==> src/design/satq_pkg.sv <==
// Package for the sorted alarm timer queue: types, constants and control codes.
package satq_pkg;

  localparam int QUEUE_DEPTH = 16;
  localparam int CNT_W       = $clog2(QUEUE_DEPTH + 1);
  localparam int TIME_W      = 40;
  localparam int PER_W       = 32;
  localparam int ID_W        = 8;
  localparam int DAY_SECONDS = 86400;

  // Opcodes
  localparam logic [1:0] OP_CHECK  = 2'd0;
  localparam logic [1:0] OP_INSERT = 2'd1;
  localparam logic [1:0] OP_DELETE = 2'd2;

  // Result status codes
  localparam logic [1:0] ST_OK   = 2'd0;
  localparam logic [1:0] ST_OLD  = 2'd1;
  localparam logic [1:0] ST_FULL = 2'd2;

  // Table operations issued to the datapath
  localparam logic [1:0] DP_NONE     = 2'd0;
  localparam logic [1:0] DP_REM_ID   = 2'd1;
  localparam logic [1:0] DP_REM_HEAD = 2'd2;
  localparam logic [1:0] DP_PLACE    = 2'd3;

  // Result kinds loaded into the output register
  localparam logic [2:0] RES_OK      = 3'd0;
  localparam logic [2:0] RES_OLD     = 3'd1;
  localparam logic [2:0] RES_FULL    = 3'd2;
  localparam logic [2:0] RES_FIRED   = 3'd3;
  localparam logic [2:0] RES_PENDING = 3'd4;

  typedef struct packed {
    logic [1:0]        opcode;
    logic [ID_W-1:0]   alarm_id;
    logic [TIME_W-1:0] target_time;
    logic [PER_W-1:0]  repeat_period;
    logic              from_date;
    logic [TIME_W-1:0] current_time;
  } in_item_t;

  typedef struct packed {
    logic [1:0]        status;
    logic              fired;
    logic [ID_W-1:0]   fired_id;
    logic              head_pending;
    logic [TIME_W-1:0] wait_seconds;
  } out_item_t;

  typedef struct packed {
    logic [ID_W-1:0]   id;
    logic [TIME_W-1:0] deadline;
    logic [PER_W-1:0]  period;
  } slot_t;

  typedef struct packed {
    logic       capture;
    logic       adjust;
    logic [1:0] tbl_op;
    logic       load_out;
    logic [2:0] res_kind;
  } dp_cmd_t;

  typedef struct packed {
    logic [1:0] opcode;
    logic       empty;
    logic       full;
    logic       has_id;
    logic       head_lt;
    logic       reject;
    logic       head_rep;
  } dp_stat_t;

endpackage

==> src/design/sorted_alarm_timer_queue_top.sv <==
// Top level of the sorted alarm timer queue.
//
// Input channel (in_valid / in_stall / in_item): one operation per item:
// check, insert or delete, with the present time. Result channel
// (out_valid / out_stall / out_item): exactly one result item per input item.
// The table holds up to 16 alarms sorted by deadline in slot registers;
// every insert, removal and reinsertion moves all slots in parallel.
// The controller steps through adjust, decide, place and write result; the
// place step runs only when a table entry is placed (insert, or a fired alarm
// with a repeat period). The block works on one item at a time; in_stall is
// low only while the controller is idle, so a new item is taken only after the
// last one's result has been written to the output register.
// The result register parts the two channels: the next item is accepted while
// a result waits, and its own result waits in the controller until the
// output register is free. A stalled result holds its value.
// Reset (rst_n low, synchronous) empties the table and drops any result.
module sorted_alarm_timer_queue_top (
  input  logic                clk,
  input  logic                rst_n,
  input  logic                in_valid,
  output logic                in_stall,
  input  satq_pkg::in_item_t  in_item,
  output logic                out_valid,
  input  logic                out_stall,
  output satq_pkg::out_item_t out_item
);

  satq_pkg::dp_cmd_t  cmd;
  satq_pkg::dp_stat_t stat;

  satq_ctrl u_ctrl (
    .clk       (clk),
    .rst_n     (rst_n),
    .in_valid  (in_valid),
    .in_stall  (in_stall),
    .out_valid (out_valid),
    .out_stall (out_stall),
    .stat      (stat),
    .cmd       (cmd)
  );

  satq_datapath u_dp (
    .clk      (clk),
    .rst_n    (rst_n),
    .in_item  (in_item),
    .cmd      (cmd),
    .stat     (stat),
    .out_item (out_item)
  );

endmodule

==> src/design/satq_datapath.sv <==
// Datapath: operand registers, sorted slot table, arithmetic and output register.
module satq_datapath (
  input  logic                clk,
  input  logic                rst_n,
  input  satq_pkg::in_item_t  in_item,
  input  satq_pkg::dp_cmd_t   cmd,
  output satq_pkg::dp_stat_t  stat,
  output satq_pkg::out_item_t out_item
);

  localparam int D = satq_pkg::QUEUE_DEPTH;
  localparam int TW = satq_pkg::TIME_W;

  // Operand registers
  logic [1:0]                 op_code_r;
  logic [satq_pkg::ID_W-1:0]  op_id_r;
  logic [TW-1:0]              op_tgt_r, op_tgt_nxt;
  logic [satq_pkg::PER_W-1:0] op_per_r;
  logic                       op_fd_r;
  logic [TW-1:0]              op_now_r;
  logic                       adj_r;
  logic                       head_lt_r;
  logic [TW-1:0]              wait_r;
  logic [satq_pkg::ID_W-1:0]  fid_r;

  // Slot table, valid entries form a prefix of length cnt_r
  satq_pkg::slot_t            slot_r [D];
  satq_pkg::slot_t            slot_nxt [D];
  logic [satq_pkg::CNT_W-1:0] cnt_r, cnt_nxt;

  satq_pkg::out_item_t        out_r, out_nxt;

  logic [D-1:0]  vld, match, gone, le;
  logic          has_id;
  logic [TW:0]   day_sum, rep_sum;
  logic [TW-1:0] day_sat, rep_sat;
  logic          past;
  satq_pkg::slot_t new_slot;

  // Per-slot compares
  always_comb begin
    for (int i = 0; i < D; i++) begin
      vld[i]   = satq_pkg::CNT_W'(i) < cnt_r;
      match[i] = vld[i] && (slot_r[i].id == op_id_r);
      le[i]    = vld[i] && (slot_r[i].deadline <= op_tgt_r);
    end
    gone[0] = match[0];
    for (int i = 1; i < D; i++) begin
      gone[i] = gone[i-1] | match[i];
    end
  end

  assign has_id = |match;

  // Saturating adds: next-day adjustment and repeat reinsertion
  assign day_sum = {1'b0, op_tgt_r} + (TW + 1)'(satq_pkg::DAY_SECONDS);
  assign day_sat = day_sum[TW] ? {TW{1'b1}} : day_sum[TW-1:0];
  assign rep_sum = {1'b0, slot_r[0].deadline} + (TW + 1)'(slot_r[0].period);
  assign rep_sat = rep_sum[TW] ? {TW{1'b1}} : rep_sum[TW-1:0];
  assign past    = op_fd_r && (op_tgt_r < op_now_r);

  assign new_slot = '{id: op_id_r, deadline: op_tgt_r, period: op_per_r};

  // Table update
  always_comb begin
    cnt_nxt    = cnt_r;
    op_tgt_nxt = op_tgt_r;
    for (int i = 0; i < D; i++) begin
      slot_nxt[i] = slot_r[i];
    end
    if (cmd.capture) begin
      op_tgt_nxt = in_item.target_time;
    end
    if (cmd.adjust && past) begin
      op_tgt_nxt = day_sat;
    end
    case (cmd.tbl_op)
      satq_pkg::DP_REM_ID: begin
        if (has_id) begin
          for (int i = 0; i < D - 1; i++) begin
            if (gone[i]) slot_nxt[i] = slot_r[i+1];
          end
          cnt_nxt = cnt_r - 1'b1;
        end
      end
      satq_pkg::DP_REM_HEAD: begin
        for (int i = 0; i < D - 1; i++) begin
          slot_nxt[i] = slot_r[i+1];
        end
        cnt_nxt    = cnt_r - 1'b1;
        op_tgt_nxt = rep_sat;
      end
      satq_pkg::DP_PLACE: begin
        // New entry goes after every entry with deadline <= its own
        if (!le[0]) slot_nxt[0] = new_slot;
        for (int i = 1; i < D; i++) begin
          if (!le[i]) slot_nxt[i] = le[i-1] ? new_slot : slot_r[i-1];
        end
        cnt_nxt = cnt_r + 1'b1;
      end
      default: ;
    endcase
  end

  always_ff @(posedge clk) begin
    if (!rst_n) begin
      cnt_r <= '0;
    end else begin
      cnt_r <= cnt_nxt;
    end
  end

  // Payload registers
  always_ff @(posedge clk) begin
    for (int i = 0; i < D; i++) begin
      slot_r[i] <= slot_nxt[i];
    end
    op_tgt_r <= op_tgt_nxt;
    out_r    <= out_nxt;
    if (cmd.capture) begin
      op_code_r <= in_item.opcode;
      op_id_r   <= in_item.alarm_id;
      op_per_r  <= in_item.repeat_period;
      op_fd_r   <= in_item.from_date;
      op_now_r  <= in_item.current_time;
    end
    if (cmd.adjust) begin
      adj_r     <= past;
      head_lt_r <= op_now_r < slot_r[0].deadline;
      wait_r    <= slot_r[0].deadline - op_now_r;
    end
    if (cmd.tbl_op == satq_pkg::DP_REM_HEAD) begin
      fid_r    <= slot_r[0].id;
      op_id_r  <= slot_r[0].id;
      op_per_r <= slot_r[0].period;
    end
  end

  // Result formatting
  always_comb begin
    out_nxt = out_r;
    if (cmd.load_out) begin
      out_nxt = '0;
      case (cmd.res_kind)
        satq_pkg::RES_OLD:  out_nxt.status = satq_pkg::ST_OLD;
        satq_pkg::RES_FULL: out_nxt.status = satq_pkg::ST_FULL;
        satq_pkg::RES_FIRED: begin
          out_nxt.fired    = 1'b1;
          out_nxt.fired_id = fid_r;
        end
        satq_pkg::RES_PENDING: begin
          out_nxt.head_pending = 1'b1;
          out_nxt.wait_seconds = wait_r;
        end
        default: out_nxt.status = satq_pkg::ST_OK;
      endcase
    end
  end

  assign out_item = out_r;

  assign stat.opcode   = op_code_r;
  assign stat.empty    = (cnt_r == '0);
  assign stat.full     = (cnt_r == satq_pkg::CNT_W'(D));
  assign stat.has_id   = has_id;
  assign stat.head_lt  = head_lt_r;
  assign stat.reject   = adj_r && (op_tgt_r < op_now_r);
  assign stat.head_rep = (slot_r[0].period != '0);

endmodule

==> src/design/satq_ctrl.sv <==
// Controller: sequences one operation at a time and drives the handshakes.
module satq_ctrl (
  input  logic               clk,
  input  logic               rst_n,
  input  logic               in_valid,
  output logic               in_stall,
  output logic               out_valid,
  input  logic               out_stall,
  input  satq_pkg::dp_stat_t stat,
  output satq_pkg::dp_cmd_t  cmd
);

  localparam logic [2:0] S_IDLE  = 3'd0;
  localparam logic [2:0] S_ADJ   = 3'd1;
  localparam logic [2:0] S_DEC   = 3'd2;
  localparam logic [2:0] S_PLACE = 3'd3;
  localparam logic [2:0] S_OUT   = 3'd4;

  logic [2:0] state_r, state_nxt;
  logic [2:0] res_r, res_nxt;
  logic       out_valid_r, out_valid_nxt;
  logic       out_free;

  assign out_free = !out_valid_r || !out_stall;

  // Next state and commands
  always_comb begin
    state_nxt = state_r;
    res_nxt   = res_r;
    cmd       = '0;
    unique case (state_r)
      S_IDLE: begin
        if (in_valid) begin
          cmd.capture = 1'b1;
          state_nxt   = S_ADJ;
        end
      end
      S_ADJ: begin
        cmd.adjust = 1'b1;
        state_nxt  = S_DEC;
      end
      S_DEC: begin
        state_nxt = S_OUT;
        res_nxt   = satq_pkg::RES_OK;
        unique case (stat.opcode)
          satq_pkg::OP_CHECK: begin
            if (stat.empty) begin
              res_nxt = satq_pkg::RES_OK;
            end else if (stat.head_lt) begin
              res_nxt = satq_pkg::RES_PENDING;
            end else begin
              cmd.tbl_op = satq_pkg::DP_REM_HEAD;
              res_nxt    = satq_pkg::RES_FIRED;
              if (stat.head_rep) state_nxt = S_PLACE;
            end
          end
          satq_pkg::OP_INSERT: begin
            if (stat.reject) begin
              res_nxt = satq_pkg::RES_OLD;
            end else if (!stat.has_id && stat.full) begin
              res_nxt = satq_pkg::RES_FULL;
            end else begin
              if (stat.has_id) cmd.tbl_op = satq_pkg::DP_REM_ID;
              state_nxt = S_PLACE;
            end
          end
          satq_pkg::OP_DELETE: begin
            cmd.tbl_op = satq_pkg::DP_REM_ID;
          end
          default: ;
        endcase
      end
      S_PLACE: begin
        cmd.tbl_op = satq_pkg::DP_PLACE;
        state_nxt  = S_OUT;
      end
      S_OUT: begin
        if (out_free) begin
          cmd.load_out = 1'b1;
          cmd.res_kind = res_r;
          state_nxt    = S_IDLE;
        end
      end
      default: state_nxt = S_IDLE;
    endcase
  end

  // Output valid: set on load, cleared when taken
  always_comb begin
    out_valid_nxt = out_valid_r;
    if (out_valid_r && !out_stall) out_valid_nxt = 1'b0;
    if (cmd.load_out) out_valid_nxt = 1'b1;
  end

  always_ff @(posedge clk) begin
    if (!rst_n) begin
      state_r     <= S_IDLE;
      out_valid_r <= 1'b0;
      res_r       <= satq_pkg::RES_OK;
    end else begin
      state_r     <= state_nxt;
      out_valid_r <= out_valid_nxt;
      res_r       <= res_nxt;
    end
  end

  assign in_stall  = (state_r != S_IDLE);
  assign out_valid = out_valid_r;

endmodule

==> config.mk <==
export PLATFORM = sky130hd
export DESIGN_NAME = sorted_alarm_timer_queue_top
export DESIGN_NICKNAME = d
export VERILOG_FILES = /design/src/design/satq_pkg.sv /design/src/design/sorted_alarm_timer_queue_top.sv /design/src/design/satq_datapath.sv /design/src/design/satq_ctrl.sv
export SDC_FILE = /design/constraint.sdc
export NUM_CORES = 2
export LEC_CHECK = 0
export BUFFER_PORTS_ARGS = -buffer_cell sky130_fd_sc_hd__buf_2
export CAP_MARGIN = 20
export CELL_PAD_IN_SITES_DETAIL_PLACEMENT = 0
export CELL_PAD_IN_SITES_GLOBAL_PLACEMENT = 2
export CORE_MARGIN = 5
export CORE_UTILIZATION = 39
export DETAILED_ROUTE_END_ITERATION = 6
export PLACE_DENSITY = 0.82
export SLEW_MARGIN = 15
export SYNTH_ARGS = -nofsm -noshare
export SYNTH_HDL_FRONTEND = slang
export SYNTH_SLANG_ARGS = --single-unit
==> constraint.sdc <==
create_clock -name clk -period 10.2 [get_ports clk]
set_input_delay 3.06 -clock clk [delete_from_list [all_inputs] [get_ports clk]]
set_output_delay 3.06 -clock clk [all_outputs]
set_load 0.01 [all_outputs]
==> results.cfg <==
[detailed_routing]
dr.pass1.iters = 6
wl_per_cell_um = 26.96
viasPerCell = 6.067
vias = 75460
drcViolationCount = 0
wirelength_mm = 335.3
drt_iter0_drc = 7534
ant_nets = 0

[sta]
max_clock_freq_mhz = 153.5
tns_ps = 0
fin_crit_sh = 0.6385
final_max_slew_viol_count = 0
period_needed_ps = 6513
skew_ps = 41.36
hold_violations = 0
relSlewSlack = 0.2002
worstMarginPinSlew_ps = 1200
rsz0062_at_grt = false
setup_viol = 0

[synth]
ys_async_sr_fraction = 0
synth_cell_types = 93
seq_area_frac_synth = 0.4784
synthTopCellsByCount = 1505 x edfxtp_1, 1443 x nand2_1, 858 x o21ai_0, 777 x mux2i_1, 756 x ha_1
ys_ff_latch = 1517
synth-edff-count = 1505
synth_area_mm2 = 0.09497
synthTopCellsByArea = edfxtp_1 48%, ha_1 10%, mux2i_1 8.2%
syn_nets = 10080
syn_avg_cell_area_um2 = 10.32
synth.most_common_cell = edfxtp_1
synth_cells = 9199
yosysTopAreaCellShare = 0.4759
yosys_warnings = 0
ys.flop_type = edfxtp_1
synth_area_leader_cell = edfxtp_1

[min_path]
min_path_type = reg -> reg
hold_end = u_dp.out_item[37]
worstHoldStart = u_dp.wait_r[37]
whs_path_depth = 1

[cts]
insertion_delay_ps = 850
cts_resized = 0
cts_buffer_depth = 3
cts_sinks = 1517
cts_buffers = 175
cts_tree = done
root_buffer = clkbuf_16
htreeDepth = 4
holdBufCountCts = 0
postCtsSetupBuffers = 0
path_clk_slew_ps = 60

[die]
die_x_um = 503.5
rows = 181
dieArea_mm2 = 0.2535
core_region_area_mm2 = 0.2428
die_height_um = 503.5
initial_core_util = 0.3912
ios = 181

[global_routing]
grtUsageMet3 = 0.04230
overflow = 0
grt_use_met1 = 0.3492
antenna_found_initial = 22
grt_usage = 0.2550
grtUsageMet2 = 0.4096
busiest_layer = met2
grt_max_degree = 270
grt_pass1_wl_mm = 489.1
grt_pass1_vias = 73810

[placement]
dp_hpwl_mm = 227.4
gp_congestion = 0.9042
port_buffers = 180
placed_cells = 12110

[finish]
finalNonFillerCells = 12440
areaGrowthSynthToFinish_pct = 9.899
multi_input_area_mm2 = 0.04654
drive_gt1_frac = 0.08154
n_fill_cell = 23230
ff_latch_area_mm2 = 0.04543
fin_nets = 9971

[flow_run]
drv_cap = 0

[setup_path]
worstPathRequired_ps = 10730
startpoint_type = flip-flop
crit_fanout = 53
reg2reg_depth = 12
r2r_end = u_dp.slot_r[2][22]
reg2reg_slack_ps = 3690
r2r-start = u_dp.op_tgt_r[28]
end_kind = flip-flop
arrival_ps = 7050
critPathKind = reg -> reg

[power_and_ir_drop]
power_density_mw_per_mm2 = 140.5
ir_drop_uv = 125.7
power_leakage_nw = 41.44
finalPower_w = 0.01467

[outcome]
status = complete, no violations
[worst max path at each step]
stage                      startpoint                  end  slack [ps]  cells past startpoint
finish              u_dp.op_tgt_r[28]   u_dp.slot_r[2][22]        3690                     12
CTS                 u_dp.op_tgt_r[28]   u_dp.slot_r[2][16]        3740                     12
floorplan            u_dp.op_tgt_r[1]   u_dp.slot_r[11][0]         550                     15
global placement    u_dp.op_tgt_r[39]  u_dp.slot_r[14][52]        2860                     11
global route        u_dp.op_tgt_r[39]  u_dp.slot_r[10][36]        3440                     10
detailed placement  u_dp.op_tgt_r[28]   u_dp.slot_r[2][16]        3780                     12
[sequential cells by signal, indices dropped and copies added (netlist names), 8 cells and up]
signal / count
u_dp.slot_r: 1280
u_dp.fid_r: 8
u_dp.out_item: 52
u_dp.op_id_r: 8
u_dp.op_now_r: 40
u_dp.op_per_r: 32
u_dp.op_tgt_r: 40
u_dp.wait_r: 40
[placed cells by master (no fill, tap or decap), types with 11 or more instances in the layout]
cell type / count
a31oi_1: 22
and3_1: 24
clkinv_2: 23
o21ai_1: 120
o22ai_1: 25
o221ai_1: 11
nor3_1: 301
a21oi_1: 353
nor2b_1: 55
a21o_1: 204
mux2i_1: 777
nand3_1: 324
clkbuf_16: 178
or3_1: 14
buf_2: 182
edfxtp_1: 1505
dfxtp_1: 12
o21bai_1: 15
o211ai_1: 298
ha_1: 756
and2_1: 54
clkinv_1: 40
a211oi_1: 113
nand2b_1: 23
diode_2: 14
buf_4: 177
o21a_1: 45
nor2_1: 320
o21ai_0: 852
mux2_2: 80
o31ai_1: 11
nand4_1: 188
nand2_1: 1439
clkbuf_1: 49
inv_1: 142
xor2_1: 80
xnor2_1: 143
nor4_1: 39
a2111oi_0: 11
[worst max-delay path, cell delays in order, from the launching register on]
cell      delay, ps
edfxtp_1        920
inv_1           670
ha_1            490
nand2_1          80
nor4_1          580
nand4_1         270
or3_1           440
or4_1           580
o31ai_4          80
buf_4           910
buf_4           760
mux2i_1         260
o21ai_1          80
[per-stage QoR]
stage          hold slack, ps  cell area (um2)    util  setup WS (ps)
3_5_place_dp            507.6            98930  0.4075           3782
4_1_cts                 521.3           104300  0.4295           3738
2_1_floorplan           463.1            94970       -          551.4
3_3_place_gp            504.9            98910  0.4074           2861
6_report                522.2           104400  0.4299           3687
5_1_grt                 531.1           104300  0.4298           3436
[report_power, final]
part / switching, W / leakage, nW / internal, W
Clock: 0.00273 / 2.60 / 0.00341
Sequential: 0.0000786 / 13.8 / 0.00689
Combinational: 0.00104 / 25.1 / 0.000519
Total: 0.00385 / 41.4 / 0.0108
[layout make-up]
class | instances | share of cell area
Clock inverter | 85 | 0.006677
Multi-Input combinational cell | 6877 | 0.4459
Antenna cell | 14 | 0.0003357
Sequential cell | 1517 | 0.4353
Clock buffer | 228 | 0.04457
Inverter | 145 | 0.005227
Timing Repair Buffer | 370 | 0.02364
Tap cell | 3202 | 0.03838
[cell families (layout without fill, tap and decap cells)]
family / after synthesis / after routing / synth area share
and+or+nand+nor: 2854 / 2854 / 0.1344
AOI/OAI and AO/OA: 2185 / 2185 / 0.1392
DFF: 1517 / 1517 / 0.4784
muxes: 857 / 857 / 0.09138
buffers and inverters: 805 / 828 / 0.03606
adders and majority gates: 758 / 758 / 0.1000
xor gates and xnor gates: 223 / 223 / 0.02057
other: 0 / 14 / 0
[layer usage]
metal	vias up	wire length (um)
li1	34220	-
met1	37630	145800
met2	3020	153600
met3	585	23800
met4	10	12060
met5	-	62
(Power assumes the default switching activity.)
